--- src/design/l64sc_pkg.sv ---
// Shared codes, register map and decoded-item types for the latched 64-bit counter.
`default_nettype none

package l64sc_pkg;

  // Counter halves and bus word width
  localparam int unsigned HALF_W  = 32;
  localparam int unsigned COUNT_W = 2 * HALF_W;

  // Item kinds
  localparam logic [1:0] ACT_TICK  = 2'd0;
  localparam logic [1:0] ACT_READ  = 2'd1;
  localparam logic [1:0] ACT_WRITE = 2'd2;

  // Fault codes
  localparam logic [1:0] FAULT_NONE  = 2'd0;
  localparam logic [1:0] FAULT_LOAD  = 2'd1;
  localparam logic [1:0] FAULT_STORE = 2'd2;

  // Register byte offsets
  localparam logic [5:0] OFF_TCS  = 6'd0;
  localparam logic [5:0] OFF_TCT  = 6'd4;
  localparam logic [5:0] OFF_CSTR = 6'd8;
  localparam logic [5:0] OFF_RMSK = 6'd12;
  localparam logic [5:0] OFF_CNTL = 6'd16;
  localparam logic [5:0] OFF_CNTH = 6'd20;

  // Access rules: word size only, word aligned
  localparam logic [3:0] ACCESS_BYTES = 4'd4;
  localparam logic [5:0] ALIGN_MASK   = 6'd3;

  localparam int unsigned MASK_W = 8;

  typedef enum logic [2:0] {
    SEL_TCS,
    SEL_TCT,
    SEL_CSTR,
    SEL_RMSK,
    SEL_CNTL,
    SEL_CNTH,
    SEL_NONE
  } reg_sel_t;

  typedef struct packed {
    logic     tick;
    logic     rd;
    logic     wr;
    logic     bad;
    reg_sel_t sel;
  } dec_t;

endpackage

`default_nettype wire

--- src/design/l64sc_in_stage.sv ---
// Input register: captures a word, decodes it and forms the tick increment.
`default_nettype none

module l64sc_in_stage #(
  parameter int unsigned COUNTS_PER_TICK = 80,
  parameter int unsigned INCR_W          = 39
) (
  input  wire logic                clk,
  input  wire logic                rst_n,
  input  wire logic                in_valid,
  output logic                     in_ready,
  input  wire logic [1:0]          in_action,
  input  wire logic [5:0]          in_byte_offset,
  input  wire logic [3:0]          in_access_size,
  input  wire logic [31:0]         in_write_data,
  input  wire logic [31:0]         in_elapsed_ticks,
  input  wire logic                ex_ready,
  output logic                     s1_valid,
  output l64sc_pkg::dec_t          s1_dec,
  output logic [31:0]              s1_data,
  output logic [INCR_W-1:0]        s1_incr
);
  import l64sc_pkg::*;

  logic              valid_r;
  logic              valid_nxt;
  dec_t              dec_r;
  dec_t              dec_nxt;
  logic [31:0]       data_r;
  logic [INCR_W-1:0] incr_r;
  logic [INCR_W-1:0] incr_nxt;
  logic              load;

  assign in_ready = !valid_r || ex_ready;
  assign load     = in_valid && in_ready;

  always_comb begin
    if (load) begin
      valid_nxt = 1'b1;
    end else if (ex_ready) begin
      valid_nxt = 1'b0;
    end else begin
      valid_nxt = valid_r;
    end
  end

  always_comb begin
    dec_nxt      = '0;
    dec_nxt.sel  = SEL_NONE;
    case (in_action)
      ACT_TICK:  dec_nxt.tick = 1'b1;
      ACT_READ:  dec_nxt.rd   = 1'b1;
      ACT_WRITE: dec_nxt.wr   = 1'b1;
      default:   dec_nxt.tick = 1'b0;
    endcase
    dec_nxt.bad = (in_access_size != ACCESS_BYTES) ||
                  ((in_byte_offset & ALIGN_MASK) != '0);
    case (in_byte_offset)
      OFF_TCS:  dec_nxt.sel = SEL_TCS;
      OFF_TCT:  dec_nxt.sel = SEL_TCT;
      OFF_CSTR: dec_nxt.sel = SEL_CSTR;
      OFF_RMSK: dec_nxt.sel = SEL_RMSK;
      OFF_CNTL: dec_nxt.sel = SEL_CNTL;
      OFF_CNTH: dec_nxt.sel = SEL_CNTH;
      default:  dec_nxt.sel = SEL_NONE;
    endcase
  end

  // ticks times counts per tick, done here so the next stage only adds
  assign incr_nxt = INCR_W'(in_elapsed_ticks) * INCR_W'(COUNTS_PER_TICK);

  always_ff @(posedge clk) begin
    if (!rst_n) begin
      valid_r <= 1'b0;
    end else begin
      valid_r <= valid_nxt;
    end
  end

  always_ff @(posedge clk) begin
    if (load) begin
      dec_r  <= dec_nxt;
      data_r <= in_write_data;
      incr_r <= incr_nxt;
    end
  end

  assign s1_valid = valid_r;
  assign s1_dec   = dec_r;
  assign s1_data  = data_r;
  assign s1_incr  = incr_r;

endmodule

`default_nettype wire

--- src/design/l64sc_exec.sv ---
// Counter state, register file access and the result register.
`default_nettype none

module l64sc_exec #(
  parameter int unsigned INCR_W = 39
) (
  input  wire logic                clk,
  input  wire logic                rst_n,
  input  wire logic                s1_valid,
  input  wire l64sc_pkg::dec_t     s1_dec,
  input  wire logic [31:0]         s1_data,
  input  wire logic [INCR_W-1:0]   s1_incr,
  output logic                     ex_ready,
  output logic                     out_valid,
  input  wire logic                out_ready,
  output logic [31:0]              out_read_data,
  output logic [1:0]               out_fault_code
);
  import l64sc_pkg::*;

  logic [COUNT_W-1:0] count_r, count_nxt;
  logic [HALF_W-1:0]  latch_r, latch_nxt;
  logic [HALF_W-1:0]  hold_r, hold_nxt;
  logic               run_r, run_nxt;
  logic [MASK_W-1:0]  mask_r, mask_nxt;
  logic               oval_r, oval_nxt;
  logic [31:0]        rdata_r, rdata_nxt;
  logic [1:0]         fault_r, fault_nxt;
  logic               fire;

  assign ex_ready = !oval_r || out_ready;
  assign fire     = s1_valid && ex_ready;

  always_comb begin
    count_nxt = count_r;
    latch_nxt = latch_r;
    hold_nxt  = hold_r;
    run_nxt   = run_r;
    mask_nxt  = mask_r;
    rdata_nxt = '0;
    fault_nxt = FAULT_NONE;
    if (fire) begin
      if (s1_dec.tick && run_r) begin
        count_nxt = count_r + COUNT_W'(s1_incr);
      end
      if (s1_dec.rd) begin
        if (s1_dec.bad) begin
          fault_nxt = FAULT_LOAD;
        end else begin
          case (s1_dec.sel)
            SEL_CNTL: begin
              rdata_nxt = count_r[HALF_W-1:0];
              latch_nxt = count_r[COUNT_W-1:HALF_W];
            end
            SEL_CNTH: rdata_nxt = latch_r;
            SEL_CSTR: rdata_nxt = 32'(run_r);
            SEL_RMSK: rdata_nxt = 32'(mask_r);
            default:  rdata_nxt = '0;
          endcase
        end
      end
      if (s1_dec.wr) begin
        if (s1_dec.bad) begin
          fault_nxt = FAULT_STORE;
        end else begin
          case (s1_dec.sel)
            SEL_TCS: begin
              if (s1_data[0]) run_nxt = 1'b1;
            end
            SEL_TCT: begin
              if (s1_data[0]) run_nxt = 1'b0;
            end
            SEL_CNTL: begin
              if (!run_r) hold_nxt = s1_data;
            end
            SEL_CNTH: begin
              if (!run_r) count_nxt = {s1_data, hold_r};
            end
            SEL_RMSK: mask_nxt = s1_data[MASK_W-1:0];
            default:  mask_nxt = mask_r;
          endcase
        end
      end
    end
  end

  always_comb begin
    if (fire) begin
      oval_nxt = 1'b1;
    end else if (out_ready) begin
      oval_nxt = 1'b0;
    end else begin
      oval_nxt = oval_r;
    end
  end

  always_ff @(posedge clk) begin
    if (!rst_n) begin
      count_r <= '0;
      latch_r <= '0;
      hold_r  <= '0;
      run_r   <= 1'b0;
      mask_r  <= '0;
      oval_r  <= 1'b0;
    end else begin
      count_r <= count_nxt;
      latch_r <= latch_nxt;
      hold_r  <= hold_nxt;
      run_r   <= run_nxt;
      mask_r  <= mask_nxt;
      oval_r  <= oval_nxt;
    end
  end

  always_ff @(posedge clk) begin
    if (fire) begin
      rdata_r <= rdata_nxt;
      fault_r <= fault_nxt;
    end
  end

  assign out_valid      = oval_r;
  assign out_read_data  = rdata_r;
  assign out_fault_code = fault_r;

endmodule

`default_nettype wire

--- src/design/latched_64bit_system_counter.sv ---
// Top level of the latched 64-bit system counter on a 32-bit register bus.
//
//  channel | direction | handshake            | word
//  --------+-----------+----------------------+-------------------------------------------
//  in_     | in        | in_valid / in_ready  | action, byte_offset, access_size, data, ticks
//  out_    | out       | out_valid / out_ready| read_data, fault_code
//
// One word per cycle while out_ready is high; words pass the input register, then
// the result register. The cycle is set by the 64-bit counter add in the execute
// stage; the tick multiply is done ahead of it, in front of the input register.
// Reset is synchronous, active low: counter, read latch, preset hold, run flag
// and mask all clear to zero, stopped. While out_ready is low the result holds,
// one more word waits in the input register, and then in_ready drops.
`default_nettype none

module latched_64bit_system_counter #(
  parameter int unsigned COUNTS_PER_TICK = 80
) (
  input  wire logic        clk,
  input  wire logic        rst_n,
  input  wire logic        in_valid,
  output logic             in_ready,
  input  wire logic [1:0]  in_action,
  input  wire logic [5:0]  in_byte_offset,
  input  wire logic [3:0]  in_access_size,
  input  wire logic [31:0] in_write_data,
  input  wire logic [31:0] in_elapsed_ticks,
  output logic             out_valid,
  input  wire logic        out_ready,
  output logic [31:0]      out_read_data,
  output logic [1:0]       out_fault_code
);
  import l64sc_pkg::*;

  // ticks (32 bits) times a constant up to COUNTS_PER_TICK
  localparam int unsigned INCR_W = 32 + $clog2(COUNTS_PER_TICK + 1);

  logic              ex_ready;
  logic              s1_valid;
  dec_t              s1_dec;
  logic [31:0]       s1_data;
  logic [INCR_W-1:0] s1_incr;

  // Stage 1: capture, decode, precompute increment
  l64sc_in_stage #(
    .COUNTS_PER_TICK(COUNTS_PER_TICK),
    .INCR_W         (INCR_W)
  ) u_in (
    .clk             (clk),
    .rst_n           (rst_n),
    .in_valid        (in_valid),
    .in_ready        (in_ready),
    .in_action       (in_action),
    .in_byte_offset  (in_byte_offset),
    .in_access_size  (in_access_size),
    .in_write_data   (in_write_data),
    .in_elapsed_ticks(in_elapsed_ticks),
    .ex_ready        (ex_ready),
    .s1_valid        (s1_valid),
    .s1_dec          (s1_dec),
    .s1_data         (s1_data),
    .s1_incr         (s1_incr)
  );

  // Stage 2: state update and result register
  l64sc_exec #(
    .INCR_W(INCR_W)
  ) u_exec (
    .clk           (clk),
    .rst_n         (rst_n),
    .s1_valid      (s1_valid),
    .s1_dec        (s1_dec),
    .s1_data       (s1_data),
    .s1_incr       (s1_incr),
    .ex_ready      (ex_ready),
    .out_valid     (out_valid),
    .out_ready     (out_ready),
    .out_read_data (out_read_data),
    .out_fault_code(out_fault_code)
  );

endmodule

`default_nettype wire

--- config.mk ---
export PLATFORM = sky130hd
export DESIGN_NAME = latched_64bit_system_counter
export DESIGN_NICKNAME = d
export VERILOG_FILES = /design/src/design/l64sc_pkg.sv /design/src/design/l64sc_in_stage.sv /design/src/design/l64sc_exec.sv /design/src/design/latched_64bit_system_counter.sv
export SDC_FILE = /design/constraint.sdc
export NUM_CORES = 1
export LEC_CHECK = 0
export ABC_AREA = 1
export BUFFER_PORTS_ARGS = -buffer_cell sky130_fd_sc_hd__buf_4
export CAP_MARGIN = 20
export CORE_ASPECT_RATIO = 1.5
export CORE_UTILIZATION = 40
export DETAILED_ROUTE_END_ITERATION = 12
export GPL_TIMING_DRIVEN = 0
export PLACE_DENSITY = 0.55
export SYNTH_ARGS = -nofsm -noshare
export SYNTH_HDL_FRONTEND = slang
export SYNTH_SLANG_ARGS = --single-unit
--- constraint.sdc ---
create_clock -name clk -period 4.95 [get_ports clk]
set_clock_uncertainty 0.2 [all_clocks]
set_input_delay 0.2475 -clock clk [delete_from_list [all_inputs] [get_ports clk]]
set_output_delay 0.2475 -clock clk [all_outputs]
set_load 0.01 [all_outputs]
==> impl_metrics.env, run 1 <==
export IMPL_ys_warn_count=0
export IMPL_synth_seq_cells=247
export IMPL_ys_async_sr_fraction_pct=0
export IMPL_crit_start="u_exec.count_r[4]$_SDFFE_PN0P_"
export IMPL_cts_setup_buffers=0
export IMPL_n_fill_cell=3839
export IMPL_power_leakage_nw=7.738
export IMPL_grt_pass1_wl_um=83700
export IMPL_routed_wl_um=56440
export IMPL_clkLatencyLatePin_ps=550
export IMPL_grtUsageTotal_pct=29.02
export IMPL_gr_total_overflow=0
export IMPL_timing_setup_tns_ps=0
export IMPL_cp_slowest_cell="dfxtp_1"
export IMPL_synth_nets=2252
export IMPL_ios=116
export IMPL_critPathLaunchType="register"
export IMPL_htree_num_levels=1
export IMPL_nNetsFinal=2445
export IMPL_layout_drive_gt1_share_pct=10.76
export IMPL_cp_cell_sequence="ha_1 > inv_1 > fa_1 > inv_1 > nand3_1 > nand2_1 > nand2_1 > nand2_2 > nand2_1 > nand2_1 > nand2_1 > nand2_1 > nand2_1 > nand3_1 > nand3_1 > nand2_1 > nand2_1 > a21oi_1"
export IMPL_viasPerCell=5.255
export IMPL_path_common_cell="nand2_1"
export IMPL_ys_types=55
export IMPL_diodes=0
export IMPL_dieArea_um2=38810
export IMPL_netlist_top_cells_area="edfxtp_1 (21%), dfxtp_1 (18%), nand2_1 (12%)"
export IMPL_finalCriticalPeriod_ps=3304
export IMPL_cts_made_buffers=25
export IMPL_syn_avg_cell_area_um2=7.326
export IMPL_ctsResizeCount=0
export IMPL_status="finished, final reports clean"
export IMPL_fin_util_pct=48.10
export IMPL_vias=14580
export IMPL_route_detailed_drc=0
export IMPL_antenna_found_initial=0
export IMPL_ff2ff_setup_slack_ps=1650
export IMPL_drtAntennaViolNets=0
export IMPL_initial_core_util_pct=40.48
export IMPL_synth_edf_count=108
export IMPL_fmax_mhz=302.6
export IMPL_core_area_um2=37550
export IMPL_tritoncts="built"
export IMPL_drt_iter0_markers=980
export IMPL_dpl_hpwl_um=46490
export IMPL_p_total_mw=5.063
export IMPL_fp_dieW_um=161.2
export IMPL_fin_crit_sh_pct=66.76
export IMPL_placed_cell_area_um2=16720
export IMPL_grt_pass1_vias=14520
export IMPL_slew_violations=0
export IMPL_synth_main_ff_cell="dfxtp_1"
export IMPL_clk_path_buf_depth=3
export IMPL_slew_headroom_pct=46.71
export IMPL_cp_arrival_ps=3570
export IMPL_dr_pass1_iters=5
export IMPL_synth_area_um2=15200
export IMPL_syn_inst=2075
export IMPL_die_h_um=240.8
export IMPL_critPathMaxStageDelay_ps=430
export IMPL_gp_congestion=0.9730
export IMPL_grt_setup_unrepaired="no"
export IMPL_max_slew_worst_pin_slew_ps=792.1
export IMPL_syn_to_final_growth_pct=18.81
export IMPL_path_max_fanout=4
export IMPL_reg2reg_from="u_exec.count_r[4]$_SDFFE_PN0P_"
export IMPL_synth_top_area_cell="edfxtp_1"
export IMPL_hold_start="in_elapsed_ticks[30]"
export IMPL_portBuffers=114
export IMPL_critPathKind="reg -> reg"
export IMPL_timing_hold_violations_final=0
export IMPL_layout_cells_non_filler=2775
export IMPL_path_clk_slew_ps=70
export IMPL_wl_per_cell_um=20.34
export IMPL_ys_seq_area_share_pct=39.64
export IMPL_hold_path_class="in -> reg"
export IMPL_dp_cells=2680
export IMPL_power_density_nw_per_um2=280.3
export IMPL_grt_max_degree=58
export IMPL_irDropWorstVdd_v=0.0002222
export IMPL_cap_violations=0
export IMPL_critical_path_required_ps=5220
export IMPL_crit_path_end_kind="register"
export IMPL_cts_hold_buffers=50
export IMPL_rows=87
export IMPL_setup_violations=0
export IMPL_final_area_um2=18060
export IMPL_synth_top_area_share_pct=21.33
export IMPL_root_buffer="clkbuf_16"
export IMPL_clock_sinks=247
-- area by class of cell --
class | instances | area [µm²] | area share [%]
buffer | 67 | 337.8 | 1.870
timing repair buffer | 166 | 1404 | 7.772
inverter | 216 | 813.3 | 4.503
multi-input combinational | 1545 | 8029 | 44.45
tap | 489 | 611.8 | 3.387
clock buffer | 35 | 704.4 | 3.900
sequential | 247 | 6026 | 33.36
clock inverter | 10 | 136.4 | 0.7551
-- path summary, 6_finish.rpt --
path / to / depth (start not counted)
worst max-delay path: u_exec.count_r[38]$_SDFFE_PN0P_ / 18
worst min-delay path: u_in.s1_incr[38]$_DFFE_PP_ / 4
worst max register to register: u_exec.count_r[38]$_SDFFE_PN0P_ / 18
worst min register to register: u_exec.count_r[62]$_SDFFE_PN0P_ / 2
-- through the flow --
| stage | setup WS (ps) | hold WS, ps |
|---|---|---|
| after floorplan | 2283 | 146.4 |
| after global placement | 1402 | 226.5 |
| after detailed placement | 1709 | 227.2 |
| after CTS | 1690 | 9.731 |
| after global routing | 1531 | 44.77 |
| final | 1646 | 14.44 |
-- routing by layer --
| layer | track usage, % | vias to the layer above | share of wire, % |
|---|---|---|---|
| li1 | - | 7280 | - |
| met1 | 28.58 | 6739 | 36 |
| met2 | 57.82 | 415 | 54 |
| met3 | 2.767 | 148 | 3.5 |
| met4 | 17.35 | 0 | 6.5 |
| met5 | 0 | - | 0 |
-- logic make-up after synthesis --
logic type      synth area share (%)
fa+ha+maj                      8.082
simple gates                   27.67
buf+inv                        7.547
xor+xnor                       2.305
flops                          39.64
compound gates                 14.76
-- placed cells by master, fill, tap and decap left out, drive strengths merged, types with 4 or more instances in the layout --
cell type and n:
ha 95, edfxtp 108, a21o 5, nand3b 4, inv 215, clkbuf 80, a21oi 205, o221ai 6
nand4 23, nor3 30, nor4 9, nand2 517, nand3 93, o21a 6, clkinv 7, dfxtp 139
dlygate4sd3 50, o21bai 7, o211ai 13, o21ai 155, buf 137, a31oi 6, xor2 26, or2 5
nor2 308, xnor2 14
-- worst max-delay path, delay by kind of cell (launching register included) --
family                     cells  cell delay [ps]
DFF                            1              430
and+or+nand+nor               13             1740
AOI/OAI and AO/OA              1              130
adders and majority gates      2              620
buffers and inverters          2              130
-- where the power goes --
part	internal [mW]	total, mW	switching [mW]
clock	1.15	1.99	0.839
sequential	2.23	2.28	0.0502
combinational	0.294	0.793	0.499
-- state kept, by name (all words and copies together), names as in the netlist --
register and flops:
u_exec.out_fault_code 2, u_exec.run_r 1, u_in.s1_incr 35, u_exec.count_r 64, u_in.s1_valid 1, u_in.s1_dec 7
u_in.s1_data 32, u_exec.out_valid 1, u_exec.out_read_data 32, u_exec.hold_r 32, u_exec.latch_r 32, u_exec.mask_r 8
-- synth_stat cells (8+ instances only) --
cell,instances
nand2_1,499
nor2_1,293
a21oi_1,203
inv_1,202
o21ai_0,142
dfxtp_1,139
edfxtp_1,108
ha_1,95
nand3_1,86
clkbuf_1,39
xor2_1,26
nand4_1,23
nor3_1,23
nand2_2,16
buf_2,14
xnor2_1,14
o211ai_1,13
inv_2,12
o21ai_1,11
nor2_2,10
nor4_1,8
Power figures use the tool's default switching activity.
==> run 2, diff against run 1 <==
Clock period 4.95 ns to 3.25 ns, I/O delays scaled along.
==> impl_metrics.env, run 2 (same netlist as run 1, synthesis figures left out) <==
export IMPL_drtAntennaViolNets=0
export IMPL_dieArea_um2=38810
export IMPL_cts_setup_buffers=0
export IMPL_cts_made_buffers=25
export IMPL_critPathLaunchType="register"
export IMPL_diodes=0
export IMPL_grt_pass1_vias=14520
export IMPL_ff2ff_setup_slack_ps=220
export IMPL_worstRegToRegCells=18
export IMPL_clkLatencyLatePin_ps=550
export IMPL_grtUsageTotal_pct=29.02
export IMPL_status="finished, final reports clean"
export IMPL_switchingPower_mw=2.116
export IMPL_grt_max_degree=58
export IMPL_routed_wl_um=56550
export IMPL_antenna_found_initial=0
export IMPL_die_h_um=240.8
export IMPL_cap_violations=0
export IMPL_pwr_share_clk_pct=39.3
export IMPL_seqPwrFrac_pct=45.0
export IMPL_timing_hold_violations_final=0
export IMPL_fin_crit_sh_pct=93.35
export IMPL_cp_arrival_ps=3310
export IMPL_worstReg2RegEnd="u_exec.count_r[38]$_SDFFE_PN0P_"
export IMPL_gr_total_overflow=0
export IMPL_fmax_mhz=329.6
export IMPL_vias=14580
export IMPL_reg2reg_from="u_exec.count_r[4]$_SDFFE_PN0P_"
export IMPL_nNetsFinal=2447
export IMPL_swShare_pct=27.43
export IMPL_viasPerCell=5.249
export IMPL_drt_iter0_markers=990
export IMPL_grt_setup_unrepaired="no"
export IMPL_largest_register_ffs=64
export IMPL_power_density_nw_per_um2=426.4
export IMPL_critPathKind="reg -> reg"
export IMPL_rows=87
export IMPL_wl_per_cell_um=20.36
export IMPL_grt_pass1_wl_um=83700
export IMPL_slew_headroom_pct=46.70
export IMPL_dr_pass1_iters=7
export IMPL_p_total_mw=7.715
export IMPL_path_clk_slew_ps=70
export IMPL_dpl_hpwl_um=46490
export IMPL_intPower_mw=5.598
export IMPL_gp_congestion=0.9730
export IMPL_clock_sinks=247
export IMPL_max_flop_register="u_exec.count_r"
export IMPL_syn_to_final_growth_pct=19.03
export IMPL_final_cell_mix="nand2_1 (498), nor2_1 (293), a21oi_1 (202)"
export IMPL_irDropWorstVdd_v=0.0003427
export IMPL_htree_num_levels=1
export IMPL_clk_path_buf_depth=3
export IMPL_root_buffer="clkbuf_16"
export IMPL_crit_start="u_exec.count_r[4]$_SDFFE_PN0P_"
export IMPL_fp_dieW_um=161.2
export IMPL_layout_drive_gt1_share_pct=10.93
export IMPL_core_area_um2=37550
export IMPL_hold_path_class="in -> reg"
export IMPL_power_leakage_nw=7.747
export IMPL_initial_core_util_pct=40.48
export IMPL_crit_path_end_kind="register"
export IMPL_route_detailed_drc=0
export IMPL_whs_ps=62.05
export IMPL_max_slew_worst_pin_slew_ps=792.2
export IMPL_setup_violations=0
export IMPL_slew_violations=0
export IMPL_critPathCapture="u_exec.count_r[38]$_SDFFE_PN0P_"
export IMPL_combPwrFrac_pct=15.7
export IMPL_critical_path_required_ps=3520
export IMPL_path_max_fanout=4
export IMPL_hold_start="in_elapsed_ticks[29]"
export IMPL_final_common_cell="nand2_1"
export IMPL_finalCriticalPeriod_ps=3034
export IMPL_portBuffers=114
export IMPL_timing_setup_tns_ps=0
export IMPL_ios=116
export IMPL_tritoncts="built"
## run 2: cell count changes in the layout (fill, tap and decap cells not counted), sizes merged
cell,change
dlygate4sd3,+2
## run 2: how the worst min path moves through the flow
stage	endpoint	depth (start not counted)	slack [ps]
floorplan	u_in.s1_data[0]$_DFFE_PP_	0	60
global placement	u_in.s1_data[13]$_DFFE_PP_	1	140
detailed placement	u_in.s1_data[20]$_DFFE_PP_	1	140
CTS	u_in.s1_incr[36]$_DFFE_PP_	4	60
global route	u_in.s1_incr[9]$_DFFE_PP_	4	70
finish	u_in.s1_incr[36]$_DFFE_PP_	4	60
## run 2: per-stage QoR
step                      area, µm²  utilization (%)  cells  setup slack [ps]
after floorplan               15200                -   2075             582.8
after global placement        16670            44.39   2678            -252.0
after detailed placement      16720            44.52   2680             8.599
after CTS                     18080            48.16   2777             71.68
after global routing          18090            48.18   2777             71.63
final                         18090            48.18   2777             216.0
## run 2: critical path: stages, from the launching register on
cell and delay [ps]:
dfxtp_2 370, ha_1 190, inv_1 60, fa_1 400, inv_1 70, nand3_1 60, nand2_1 170, nand2_1 90
nand2_2 130, nand2_1 80, nand2_2 160, nand2_1 70, nand2_1 150, nand2_1 150, nand3_1 120, nand3_2 170
nand2_1 150, nand2_1 60, a21oi_1 120
## run 2: what timing repair did
action | in CTS | in global routing
gates resized for setup | 1 | 3
hold buffers | 52 | 0
gates cloned | 0 | 0
hold endpoints to repair | 66 | 0
pin swaps | 0 | 0
setup endpoints to repair | 1 | 3
## run 2: power by group through the flow
stage,logic [mW],clock network [mW],registers (mW)
floorplan,0.756,0,3.51
global placement,1.15,0,3.55
detailed placement,1.16,0,3.54
CTS,1.21,3.07,3.47
global route,1.34,3.18,3.48
finish,1.21,3.03,3.47
## run 2: metal layers
layer,share of wire [%],up-vias,global-route usage (%)
met2,54,402,57.86
met1,36,6742,28.57
li1,-,7287,-
met4,6.5,0,17.35
met5,0,-,0
met3,3.4,145,2.767
## run 2: layout make-up
type	instances	area (µm²)
fill	3834	19460
multi-input combinational	1545	8040
inverter	216	813.3
tap	489	611.8
clock inverter	10	136.4
buffer	67	337.8
clock buffer	35	704.4
timing repair buffer	168	1424
sequential	247	6027
==> run 3, diff against run 2 <==
Settings changed: CORE_MARGIN from default to 2, CORE_UTILIZATION 40 to 61, PLACE_DENSITY 0.55 to 0.79.
==> impl_metrics.env, run 3 (same netlist as run 1, synthesis figures left out) <==
export IMPL_drtAntennaViolNets=0
export IMPL_final_common_cell="nand2_1"
export IMPL_nNetsFinal=2447
export IMPL_critPathLaunchType="register"
export IMPL_cts_made_buffers=24
export IMPL_p_total_mw=7.650
export IMPL_whs_ps=62.20
export IMPL_max_flop_register="u_exec.count_r"
export IMPL_timing_hold_violations_final=0
export IMPL_layout_drive_gt1_share_pct=11.01
export IMPL_drt_iter0_markers=1436
export IMPL_grt_pass1_vias=15770
export IMPL_dpl_hpwl_um=42310
export IMPL_ios=116
export IMPL_initial_core_util_pct=62.21
export IMPL_slew_violations=0
export IMPL_grt_max_degree=59
export IMPL_dieArea_um2=26230
export IMPL_antenna_found_initial=1
export IMPL_power_leakage_nw=7.749
export IMPL_tritoncts="built"
export IMPL_hold_path_class="in -> reg"
export IMPL_clk_path_buf_depth=3
export IMPL_dr_pass1_iters=12
export IMPL_clkLatencyLatePin_ps=550
export IMPL_crit_path_end_kind="register"
export IMPL_max_slew_worst_pin_slew_ps=870.1
export IMPL_die_h_um=197.3
export IMPL_gp_congestion=0.9918
export IMPL_grt_setup_unrepaired="no"
export IMPL_vias=15860
export IMPL_route_detailed_drc=0
export IMPL_status="finished, final reports clean"
export IMPL_fp_dieW_um=132.9
export IMPL_portBuffers=114
export IMPL_grt_pass1_wl_um=85660
export IMPL_final_area_um2=17860
export IMPL_fmax_mhz=322.1
export IMPL_path_clk_slew_ps=70
export IMPL_path_max_fanout=4
export IMPL_viasPerCell=6.070
export IMPL_finalWorstSetupSlack_ps=145.1
export IMPL_rows=70
export IMPL_syn_to_final_growth_pct=17.51
export IMPL_fin_crit_sh_pct=95.54
export IMPL_largest_register_ffs=64
export IMPL_critPathKind="reg -> reg"
export IMPL_htree_num_levels=1
export IMPL_finalCriticalPeriod_ps=3105
export IMPL_pre_cts_slack_ps=109.4
export IMPL_dp_cells=2515
export IMPL_layout_cells_non_filler=2613
export IMPL_core_area_um2=24440
export IMPL_cap_violations=0
export IMPL_irDropWorstVdd_v=0.0003941
export IMPL_clock_sinks=247
export IMPL_slew_headroom_pct=41.99
export IMPL_root_buffer="clkbuf_16"
export IMPL_power_density_nw_per_um2=428.2
export IMPL_wl_per_cell_um=21.58
export IMPL_cp_arrival_ps=3320
export IMPL_setup_violations=0
export IMPL_critical_path_required_ps=3460
export IMPL_placed_cell_area_um2=16510
export IMPL_final_cell_mix="nand2_1 (499), nor2_1 (293), a21oi_1 (202)"
export IMPL_routed_wl_um=56390
export IMPL_gr_total_overflow=0
export IMPL_cts_setup_buffers=0
export IMPL_grtUsageTotal_pct=42.75
run 3: stage by stage:
step | TNS [ps] | util, %
CTS | 0 | 73.08
floorplan | 0 | -
global route | 0 | 73.09
detailed placement | 0 | 67.58
finish | 0 | 73.10
global placement | -174.7 | 67.37
run 3: layout make-up:
type                            instances  area, µm²
Multi-Input combinational cell       1545       8033
Fill cell                            1825       6573
Sequential cell                       247       6026
Timing Repair Buffer                  169       1434
Inverter                              216      813.3
Clock buffer                           31      689.4
Tap cell                              324      405.4
Buffer                                 67      337.8
Clock inverter                         13      122.6
Antenna cell                            1      2.502
run 3: path summary, 6_finish.rpt:
check | from | end | slack [ps] | cells after the start
hold reg to reg | u_exec.latch_r[4]$_SDFFE_PN0P_ | u_exec.latch_r[4]$_SDFFE_PN0P_ | 270 | 2
setup / recovery | u_exec.count_r[4]$_SDFFE_PN0P_ | u_exec.count_r[44]$_SDFFE_PN0P_ | 150 | 17
setup reg to reg | u_exec.count_r[4]$_SDFFE_PN0P_ | u_exec.count_r[44]$_SDFFE_PN0P_ | 150 | 17
hold / removal | in_elapsed_ticks[22] | u_in.s1_incr[26]$_DFFE_PP_ | 60 | 4
run 3: layer usage:
layer  up-vias  wire (µm)  track usage [%]
met4         0       5554            34.85
li1       7293          -                -
met5         -          0                0
met2      1038      28090            78.39
met3       328       4868            7.852
met1      7202      17880            41.49
run 3: critical path, cell delays in order, from the launching register on:
cell and delay, ps:
dfxtp_1 470, ha_1 240, inv_1 60, fa_1 410, inv_1 80, nand3_1 70, nand2_1 180, nand2_1 70
nand2_1 140, nand2_1 90, nand3_2 170, nand2_1 90, nand2_2 170, nand2_1 160, nand2_1 90, nand2_1 50
o21ai_1 130, a21oi_1 80
run 3: where the power goes:
group	internal, mW	switching [mW]
clock	1.60	1.33
combinational	0.454	0.797
sequential	3.39	0.0723
run 3: repair_timing:
item | in CTS | in global routing
hold buffers | 53 | 0
hold endpoints to repair | 52 | 0
setup endpoints to repair | 0 | 2
gates resized for setup | 0 | 1
